<file path="src/rtl/binary_min_heap_queue_defines.svh">
// assertion macros shared by the heap queue rtl
// no dependencies; included by the controller and the datapath
`ifndef BINARY_MIN_HEAP_QUEUE_DEFINES_SVH
`define BINARY_MIN_HEAP_QUEUE_DEFINES_SVH

// same-cycle implication
`define BMHQ_ASSERT_IMP(label, clk, rst, ante, cons) \
  label: assert property (@(posedge clk) disable iff (rst) (ante) |-> (cons)) \
    else $error("heap queue assertion failed");

// next-cycle implication
`define BMHQ_ASSERT_NXT(label, clk, rst, ante, cons) \
  label: assert property (@(posedge clk) disable iff (rst) (ante) |=> (cons)) \
    else $error("heap queue assertion failed");

`endif

</file>
<file path="src/rtl/bmhq_pkg.sv">
// shared types and codes for the binary min-heap queue
// used by bmhq_ctrl, bmhq_datapath and binary_min_heap_queue
`default_nettype none

package bmhq_pkg;

  typedef logic signed [63:0] key_t;

  localparam logic [1:0] KIND_PUSH = 2'd0;
  localparam logic [1:0] KIND_POP  = 2'd1;
  localparam logic [1:0] KIND_PEEK = 2'd2;

  localparam logic [1:0] ST_OK    = 2'd0;
  localparam logic [1:0] ST_UNDER = 2'd1;
  localparam logic [1:0] ST_OVER  = 2'd2;

  localparam logic [3:0] OP_NONE       = 4'd0;
  localparam logic [3:0] OP_LOAD       = 4'd1;
  localparam logic [3:0] OP_SET_OVER   = 4'd2;
  localparam logic [3:0] OP_SET_UNDER  = 4'd3;
  localparam logic [3:0] OP_PUSH_START = 4'd4;
  localparam logic [3:0] OP_RD_ROOT    = 4'd5;
  localparam logic [3:0] OP_POP_START  = 4'd6;
  localparam logic [3:0] OP_UP_READ    = 4'd7;
  localparam logic [3:0] OP_UP_STEP    = 4'd8;
  localparam logic [3:0] OP_PEEK_CAP   = 4'd9;
  localparam logic [3:0] OP_POP_CAP    = 4'd10;
  localparam logic [3:0] OP_HOLD_CAP   = 4'd11;
  localparam logic [3:0] OP_DN_READ_L  = 4'd12;
  localparam logic [3:0] OP_DN_LEFT    = 4'd13;
  localparam logic [3:0] OP_DN_RIGHT   = 4'd14;
  localparam logic [3:0] OP_DN_MOVE    = 4'd15;

  typedef struct packed {
    logic [3:0] op;
    logic       out_load;
  } dp_cmd_t;

  typedef struct packed {
    logic [1:0] kind;
    logic       empty;
    logic       full;
    logic       at_root;
    logic       up_less;
    logic       left_in;
    logic       right_in;
    logic       best_is_pos;
  } dp_stat_t;

endpackage

`default_nettype wire

</file>
<file path="src/rtl/bmhq_ctrl.sv">
// sequencing state machine for the heap queue
// depends on bmhq_pkg and binary_min_heap_queue_defines.svh
`default_nettype none
`include "binary_min_heap_queue_defines.svh"

module bmhq_ctrl
  import bmhq_pkg::*;
(
  input  wire logic     clk,
  input  wire logic     rst,
  input  wire logic     s_tvalid,
  output logic          s_tready,
  output logic          m_tvalid,
  input  wire logic     m_tready,
  input  wire dp_stat_t st,
  output dp_cmd_t       cmd
);

  localparam logic [3:0] S_IDLE     = 4'd0;
  localparam logic [3:0] S_DISPATCH = 4'd1;
  localparam logic [3:0] S_UP_READ  = 4'd2;
  localparam logic [3:0] S_UP_STEP  = 4'd3;
  localparam logic [3:0] S_PEEK     = 4'd4;
  localparam logic [3:0] S_POP_CAP  = 4'd5;
  localparam logic [3:0] S_HOLD     = 4'd6;
  localparam logic [3:0] S_DN_READ  = 4'd7;
  localparam logic [3:0] S_DN_LEFT  = 4'd8;
  localparam logic [3:0] S_DN_RIGHT = 4'd9;
  localparam logic [3:0] S_DN_MOVE  = 4'd10;
  localparam logic [3:0] S_FINISH   = 4'd11;

  logic [3:0] state;
  logic [3:0] state_next;
  logic       out_free;
  logic       leaf_done;

  assign s_tready = (state == S_IDLE);
  assign out_free = !m_tvalid || m_tready;

  // no left child means the hole is a leaf: finish after the final write
  assign leaf_done = (state == S_DN_READ) && !st.left_in;

  always_comb begin
    state_next   = state;
    cmd.op       = OP_NONE;
    cmd.out_load = 1'b0;
    case (state)
      S_IDLE: begin
        if (s_tvalid) begin
          cmd.op     = OP_LOAD;
          state_next = S_DISPATCH;
        end
      end
      S_DISPATCH: begin
        case (st.kind)
          KIND_PUSH: begin
            if (st.full) begin
              cmd.op     = OP_SET_OVER;
              state_next = S_FINISH;
            end else begin
              cmd.op     = OP_PUSH_START;
              state_next = S_UP_READ;
            end
          end
          KIND_POP: begin
            if (st.empty) begin
              cmd.op     = OP_SET_UNDER;
              state_next = S_FINISH;
            end else begin
              cmd.op     = OP_POP_START;
              state_next = S_POP_CAP;
            end
          end
          KIND_PEEK: begin
            if (st.empty) begin
              cmd.op     = OP_SET_UNDER;
              state_next = S_FINISH;
            end else begin
              cmd.op     = OP_RD_ROOT;
              state_next = S_PEEK;
            end
          end
          default: state_next = S_FINISH;
        endcase
      end
      S_UP_READ: begin
        cmd.op     = OP_UP_READ;
        state_next = st.at_root ? S_FINISH : S_UP_STEP;
      end
      S_UP_STEP: begin
        cmd.op     = OP_UP_STEP;
        state_next = st.up_less ? S_UP_READ : S_FINISH;
      end
      S_PEEK: begin
        cmd.op     = OP_PEEK_CAP;
        state_next = S_FINISH;
      end
      S_POP_CAP: begin
        cmd.op     = OP_POP_CAP;
        state_next = st.empty ? S_FINISH : S_HOLD;
      end
      S_HOLD: begin
        cmd.op     = OP_HOLD_CAP;
        state_next = S_DN_READ;
      end
      S_DN_READ: begin
        cmd.op     = OP_DN_READ_L;
        state_next = leaf_done ? S_FINISH : S_DN_LEFT;
      end
      S_DN_LEFT: begin
        cmd.op     = OP_DN_LEFT;
        state_next = st.right_in ? S_DN_RIGHT : S_DN_MOVE;
      end
      S_DN_RIGHT: begin
        cmd.op     = OP_DN_RIGHT;
        state_next = S_DN_MOVE;
      end
      S_DN_MOVE: begin
        cmd.op     = OP_DN_MOVE;
        state_next = st.best_is_pos ? S_FINISH : S_DN_READ;
      end
      S_FINISH: begin
        if (out_free) begin
          cmd.out_load = 1'b1;
          state_next   = S_IDLE;
        end
      end
      default: state_next = S_IDLE;
    endcase
  end

  always_ff @(posedge clk) begin
    if (rst) begin
      state    <= S_IDLE;
      m_tvalid <= 1'b0;
    end else begin
      state <= state_next;
      if (cmd.out_load) begin
        m_tvalid <= 1'b1;
      end else if (m_tready) begin
        m_tvalid <= 1'b0;
      end
    end
  end

  `BMHQ_ASSERT_IMP(a_load_when_free, clk, rst, cmd.out_load, !m_tvalid || m_tready)
  `BMHQ_ASSERT_IMP(a_up_not_root, clk, rst, state == S_UP_STEP, !st.at_root && !leaf_done)
  `BMHQ_ASSERT_IMP(a_right_after_left, clk, rst, state == S_DN_RIGHT, $past(state) == S_DN_LEFT && $past(st.right_in))

endmodule

`default_nettype wire

</file>
<file path="config.mk">
export PLATFORM = sky130hd
export DESIGN_NAME = bmhq_ctrl
export DESIGN_NICKNAME = d
export VERILOG_FILES = /design/src/rtl/bmhq_pkg.sv /design/src/rtl/bmhq_ctrl.sv
export VERILOG_INCLUDE_DIRS = /design/src /design/src/rtl
export SDC_FILE = /design/constraint.sdc
export NUM_CORES = 1
export LEC_CHECK = 0
export BUFFER_PORTS_ARGS = -buffer_cell sky130_fd_sc_hd__buf_2
export CORE_AREA = 2 2 39 41
export CTS_BUF_LIST = sky130_fd_sc_hd__clkbuf_8
export CTS_CLUSTER_DIAMETER = 60
export DETAILED_ROUTE_END_ITERATION = 7
export DIE_AREA = 0 0 41 43
export HOLD_SLACK_MARGIN = 0.1
export PLACE_DENSITY = 0.72
export SLEW_MARGIN = 10
export SYNTH_ARGS = -nofsm -noshare
export SYNTH_HDL_FRONTEND = slang
export SYNTH_SLANG_ARGS = --single-unit
</file>
<file path="constraint.sdc">
create_clock -name clk -period 2.8 [get_ports clk]
set_input_delay 0.42 -clock clk [delete_from_list [all_inputs] [get_ports clk]]
set_output_delay 0.42 -clock clk [all_outputs]
set_load 0.01 [all_outputs]
</file>
**Word level (Yosys, flattened, before mapping)**

Index checks and enable logic that the tools add are counted.
Widths: inputs -> output; s select.

- Register bits after elaboration: 5
- Input port bits: 13
- Logic and storage cells: 48

- Eq/ne operators: 15
- Multiplexer cells: 23
- Reductions and logical operators: 8

Operators by type and width:

| operator | count |
|---|---|
| $pmux 4 s12 | 1 |
| $pmux 4 s11 | 1 |
| $mux 4 | 9 |
| $eq 4x3->1 const B | 4 |
| $eq 4x4->1 const B | 4 |
| $pmux 4 s3 | 1 |
| $mux 3 | 3 |
| $pmux 3 s3 | 1 |
| $eq 4x2->1 const B | 2 |
| $mux 1 | 5 |
| $eq 4x1->1 const B | 1 |
| $logic_not 4->1 | 1 |
| $mux 2 | 2 |
| $ne 2x2->1 const B | 2 |
| $eq 2x1->1 const B | 1 |
| $eq 2x2->1 const B | 1 |
| $logic_not 1->1 | 2 |
| $logic_not 2->1 | 1 |
| $reduce_and 2->1 | 1 |
| $reduce_bool 2->1 | 1 |
| $logic_and 1x1->1 | 1 |
| $logic_or 1x1->1 | 1 |

**Longest topological paths before layout**

Gate-level depths: netlist (run 1).

- Word-level depth: 5
- Depth in mapped cells: 6
- Mapped depth without buffers: 4

**Worst setup path before layout (run 1)**

Ideal clock, no wire load.

- Kind: in2out
- From: in st[7] (netlist bit)
- To: out cmd[2] (netlist bit)
- Arrival: 1.151 ns
- Required time: 2.380 ns
- Slack: 1.229 ns
- Stages: 4
- Path buffers: 0
- Path through: nand2b_1 > o221ai_1 > a21oi_1 > a221oi_1

RTL lines:

| element | RTL line | source |
|---|---|---|
| start: declaration | bmhq_ctrl.sv:15 | `input wire dp_stat_t st,` |
| end: declaration | bmhq_ctrl.sv:16 | `output dp_cmd_t cmd` |

==> impl_metrics.csv, run 1 <==
group,metric,value,unit
status,outcome,"complete, no violations",
grt,grt_pass1_wl,2.44,mm
sta,relSlewSlack,58.5,%
clock_tree,root_buffer,"clkbuf_8",
drt,routed_wirelength,1.47,mm
sta,period_minus_slack,2.12,ns
grt,gr-total-overflow,0,
place,io_buffers,19,
synthesis,yosys.area.top_type,"dfxtp_1",
critical_path,cpLargestDelayFamily,"flip-flops",
floorplanning,dieArea,1760,sq um
synthesis,synth_cell_types,35,
sta,hold_viol,0,
drt,top_layer,"met4",
cells_and_area,syn2layout_area_growth,20.9,%
synthesis,ys_ff_latch,5,
sta,fin_crit_sh,75.7,%
grt,grt_util_all_layers,19.5,%
critical_path,cp_max_fo,17,
drt,dr_wl_met3,100,um
drt,wl_met1,693,um
synthesis,syn_area,593,sq um
power_and_ir_drop,p_leak,0.000320,uW
place,dp_hpwl,1.05,mm
drt,drt-pass1-iter-count,4,
drt,routed_via_density,5.77,
synthesis,netlist_top_cells_area,"dfxtp_1, a21oi_1, o21ai_0",
synthesis,yosys-top-cells-count,"a21oi_1, nor2_1, o21ai_0",
synthesis,yosysSeqAreaShare,16.9,%
clock_tree,cts_hold_buf,0,
drt,final_antenna_net_count,0,
clock_tree,cts_sinks,5,
power_and_ir_drop,power_density,912,nW/um^2
critical_path,startpoint_type,"flop",
critical_path,cpMaxStageDelayCell,"dfxtp_1",
cells_and_area,nFillCells,144,
clock_tree,cts_buffer_depth,2,
grt,grt_max_degree,21,
clock_tree,clk_latency,0.22,ns
synthesis,dominantRegCellSynth,"dfxtp_1",
clock_tree,cts_resized,0,
grt,grt_pass1_vias,558,
critical_path,slowest_delay,0.67,ns
sta,finalSetupViolCount,0,
floorplanning,coreArea,1380,sq um
hold_path,hp-class,"primary input to flop",
clock_tree,cts_tree,"done",
floorplanning,rows,14,
drt,wl_per_cell,12.3,um
critical_path,worstSetupEndpointType,"output port",
sta,finClkSkew,0.000768,ns
drt,initialDrtViolationCount,12,
drt,wl_met2,658,um
sta,rsz0062_at_grt,"false",
synthesis,synthesis.nets,100,
drt,num_vias,687,
power_and_ir_drop,vdd_drop_max,399,uV
floorplanning,initial_utilization,42.9,%
clock_tree,ctsHtreeMaxLevel,1,
clock_tree,post_cts_buffers,0,
sta,setup_tns,0,ns
synthesis,synth_edf_count,0,
drt,drcViolationCount,0,
floorplanning,die_y,43,um
floorplanning,boundaryPins,20,
synthesis,ys_async_sr_fraction,0,%
critical_path,critPathArrivalTime,1.70,ns
place,dpl_worst_slack,0.921,ns
grt,antenna_found_initial,0,
critical_path,crit_buf_inv,1,
clock_tree,cts_buffers,3,
synthesis,synthCells,87,
floorplanning,die_width,41,um
critical_path,worstSetupPathType,"flop to output port",
critical_path,worstPathCellList,"nand2b_1, a211oi_1, a21oi_1, o32ai_1, buf_2",
sta,worstMarginPinSlew,0.621,ns
cells_and_area,antenna_cells,0,
job,drv_cap,0,
sta,drv_slew,0,
sta,max_freq,472,MHz
clock_tree,clkSlewWorstSetupHoldPaths,0.04,ns
synthesis,syn_avg_cell_area,6.82,sq um
critical_path,crit_required,2.38,ns
cells_and_area,layout-drive-gt1-share,24.3,%
cells_and_area,fin_nets,117,
synthesis,ys_warn_count,0,
synthesis,synth_top_area_share,16.9,%
sta,setup_ws,0.680,ns
place,gp_congestion,0.816,
## per-layer routing
metal	vias up	global-route usage, %
met2	27	25.9
met1	303	30.8
met3	3	4.71
li1	354	-
met5	-	0
met4	0	4.00
## where the power goes
part / total (uW) / internal (uW) / leakage, uW / switching (uW)
Combinational: 342 / 161 / 0.000252 / 181
Clock: 130 / 94.0 / 0.0000269 / 36.1
Sequential: 181 / 93.5 / 0.0000411 / 87.9
## kinds of logic (layout without fill, tap and decap cells)
family                    Yosys count  count (layout)  share of synthesized area, %
xor gates and xnor gates            3               3                          4.43
AOI/OAI and AO/OA                  32              32                          35.0
DFF                                 5               5                          16.9
and+or+nand+nor                    34              34                          33.1
buffers and inverters              13              29                          10.5
## state kept, by name (all words and copies together), names as in the netlist
name / count
state: 4
m_tvalid: 1
## placed cells by master (no fill, tap or decap)
cell type  count
o31a_1         1
nand4b_4       1
o32ai_1        1
inv_1          6
clkbuf_8       3
nand4_1        1
o21ai_0        8
and2_1         1
a21o_1         1
nand2_1        2
buf_2         19
xor2_1         2
nand3b_1       1
nor4_1         3
a32oi_1        1
buf_4          1
o31ai_1        1
nor2_1         9
dfxtp_1        5
xnor2_1        1
or2b_1         1
nand2b_1       4
a211oi_1       3
o221ai_1       2
o311ai_0       1
nor2_2         1
a21oi_1        9
o21a_1         2
nor2b_1        1
nand3_1        2
a221oi_1       2
or3_1          1
and3_1         1
nor3_1         5
## per-stage QoR
stage	power [uW]	std cells	utilization (%)	hold WS, ns	area, sq um
global route	708	119	51.8	0.480	717
floorplan	427	87	-	0.489	593
detailed placement	517	115	48.6	0.554	672
CTS	653	119	51.8	0.463	717
global placement	516	115	48.6	0.554	672
finish	654	119	51.8	0.467	717
## layout make-up
| type | instances | area (sq um) | share of cell area (%) |
|---|---|---|---|
| timing repair buffer | 20 | 103 | 14.3 |
| multi-input combinational | 69 | 430 | 60.0 |
| sequential | 5 | 100 | 14.0 |
| inverter | 5 | 18.8 | 2.62 |
| clock buffer | 3 | 41.3 | 5.76 |
| tap | 16 | 20.0 | 2.79 |
| clock inverter | 1 | 3.75 | 0.524 |
## worst paths after layout
kind | startpoint | to | slack, ns | depth (start not counted)
min | rst | m_tvalid | 0.47 | 2
max reg2reg | state[2] | state[0] | 1.02 | 4
min reg2reg | m_tvalid | m_tvalid | 0.57 | 2
max | state[0] | cmd[1] | 0.68 | 5
(Power assumes the default switching activity.)
==> run 2: changes to the inputs <==
Settings changed: ABC_AREA set to 1, PLACE_DENSITY 0.72 to 0.68.
Clock period 2.8 ns to 2.2 ns, I/O delays scaled along.
==> run 2 against run 1 <==
  * Critical path depth grew 1
  * Routed wire length shrank 2.5%
  * Critical path type unchanged
  * Combinational power grew 44%
  * Setup slack lost 0.25 ns
  * Core utilization shrank 1.2 points
==> impl_metrics.csv, run 2 <==
group,metric,value,unit
drt,routed_via_density,4.86,
sta,rsz0062_at_grt,"false",
synthesis,netlist_top_cells_area,"nand2_1, dfxtp_1, nor2_1",
sta,period_minus_slack,1.77,ns
synthesis,synthCells,107,
synthesis,syn_avg_cell_area,5.05,sq um
cells_and_area,postLayoutCellArea,701,sq um
synthesis,ys_warn_count,0,
critical_path,critPathArrivalTime,1.44,ns
cells_and_area,top_regs,"state (4), m_tvalid (1)",
drt,num_vias,709,
synthesis,synth_most_common_cell,"nand2_1",
place,io_buffers,19,
drt,initialDrtViolationCount,4,
critical_path,crit_required,1.87,ns
sta,finalSetupViolCount,0,
floorplanning,coreArea,1380,sq um
clock_tree,post_cts_buffers,0,
cells_and_area,fin_nets,144,
drt,routed_wirelength,1.43,mm
grt,grt_max_degree,8,
floorplanning,die_y,43,um
place,place_area,656,sq um
grt,grt_pass1_vias,602,
clock_tree,root_buffer,"clkbuf_8",
grt,antenna_found_initial,0,
floorplanning,boundaryPins,20,
cells_and_area,syn2layout_area_growth,29.6,%
floorplanning,die_width,41,um
floorplanning,rows,14,
critical_path,cp_max_fo,6,
floorplanning,initial_utilization,39.1,%
drt,final_antenna_net_count,0,
clock_tree,clkSlewWorstSetupHoldPaths,0.03,ns
power_and_ir_drop,p_leak,0.000398,uW
cells_and_area,nFillCells,166,
drt,wl_per_cell,9.79,um
clock_tree,cts_hold_buf,0,
place,dp.cells,142,
job,drv_cap,0,
critical_path,reg2reg_setup_slack,0.91,ns
synthesis,ys_async_sr_fraction,0,%
clock_tree,cts_resized,0,
critical_path,worstSetupEndpointType,"output port",
synthesis,ys_ff_latch,5,
drt,drt-pass1-iter-count,4,
cells_and_area,largest_register_ffs,4,
clock_tree,cts_sinks,5,
hold_path,hp-class,"primary input to flop",
sta,max_freq,564,MHz
sta,hold_viol,0,
critical_path,worstSetupPathType,"flop to output port",
cells_and_area,regMostFlops,"state",
synthesis,yosys-top-cells-count,"nand2_1, nor2_1, inv_1",
synthesis,yosys.area.top_type,"nand2_1",
sta,drv_slew,0,
sta,worstMarginPinSlew,0.271,ns
grt,grt_pass1_wl,2.44,mm
synthesis,synth_edf_count,0,
hold_path,hold_path.startpoint,"rst",
cells_and_area,layout-drive-gt1-share,21.5,%
critical_path,startpoint_type,"flop",
critical_path,timing.rr.end,"state[1]",
synthesis,synth_cell_types,18,
sta,finClkSkew,0.000903,ns
power_and_ir_drop,totalPowerFinal,811,uW
cells_and_area,antenna_cells,0,
hold_path,min_path_cells,2,
place,gp_congestion,0.900,
power_and_ir_drop,vdd_drop_max,607,uV
status,outcome,"complete, no violations",
drt,drcViolationCount,0,
clock_tree,cts_buffers,3,
cells_and_area,layout_common_cells,"nand2_1, nor2_1, inv_1, buf_2, nand3_1",
sta,relSlewSlack,81.9,%
clock_tree,clk_latency,0.22,ns
synthesis,synth_top_area_share,21.5,%
power_and_ir_drop,power_density,1160,nW/um^2
synthesis,dominantRegCellSynth,"dfxtp_1",
sta,fin_crit_sh,80.6,%
clock_tree,ctsHtreeMaxLevel,1,
clock_tree,cts_tree,"done",
cells_and_area,final_common_cell,"nand2_1",
sta,setup_tns,0,ns
critical_path,r2r-start,"state[0]",
grt,gr-total-overflow,0,
synthesis,yosysSeqAreaShare,18.5,%
cells_and_area,instances_no_fill,146,
floorplanning,dieArea,1760,sq um
critical_path,reg2regPathDepth,6,
synthesis,syn_area,541,sq um
synthesis,synthesis.nets,120,
place,dp_hpwl,1.18,mm
clock_tree,cts_buffer_depth,2,
hold_path,min_to,"state[0]",
grt,grt_util_all_layers,20.4,%
-- run 2: cell count changes after synthesis, moves of 3 or more --
cell,change
nand3_1,+7
o21ai_0,-6
nor2_1,+11
buf_2,-5
nand2_1,+29
nand2b_1,-4
inv_1,+13
a21oi_1,-8
a211oi_1,-3
o21ai_1,+4
-- run 2: final cells by class --
cell class / count / area, sq um / area share (%)
Tap cell: 16 / 20.0 / 2.86
Multi-Input combinational cell: 82 / 365 / 52.1
Inverter: 20 / 75.1 / 10.7
Clock inverter: 1 / 3.75 / 0.536
Timing Repair Buffer: 19 / 95.1 / 13.6
Sequential cell: 5 / 100 / 14.3
Clock buffer: 3 / 41.3 / 5.89
-- run 2: through the flow --
| stage | util [%] | worst slack [ns] | hold slack, ns |
|---|---|---|---|
| after CTS | 50.6 | 0.444 | 0.314 |
| final | 50.6 | 0.426 | 0.315 |
| after global placement | 47.4 | 0.713 | 0.541 |
| after global routing | 50.6 | 0.328 | 0.317 |
| after floorplan | - | 0.859 | 0.392 |
| after detailed placement | 47.4 | 0.692 | 0.545 |
-- run 2: metal layers --
layer | vias to the layer above | track usage [%] | part of all wire (%)
met5 | - | 0 | 0
met4 | 0 | 8.67 | 2.0
met3 | 6 | 6.81 | 5.2
met2 | 18 | 29.7 | 49
met1 | 302 | 26.5 | 44
li1 | 383 | - | -
-- run 2: cell families after synthesis --
| group | count (synthesis) | share of synthesized area (%) |
|---|---|---|
| DFF | 5 | 18.5 |
| buffers and inverters | 20 | 13.9 |
| and+or+nand+nor | 72 | 57.2 |
| AOI/OAI and AO/OA | 10 | 10.4 |
-- run 2: report_power, final --
group	switching, uW	internal [uW]	leakage, uW	total [uW]
registers	36.9	117	0.0000410	154
clock network	45.5	120	0.0000269	165
logic	306	186	0.000330	492
-- run 2: worst max-delay path by stage --
stage / from / end / depth (start not counted)
after floorplan: state[2] / cmd[2] / 5
after global placement: state[3] / cmd[3] / 7
after detailed placement: state[2] / cmd[2] / 6
after CTS: state[2] / cmd[2] / 6
after global routing: state[3] / cmd[3] / 7
final: state[2] / cmd[2] / 6
-- run 2: worst max-delay path, stage by stage (launching register included) --
cell and delay (ns):
dfxtp_1 0.42, inv_2 0.07, nand2_1 0.12, nor2_1 0.08, nor4_1 0.27, nand3_1 0.10
buf_2 0.15
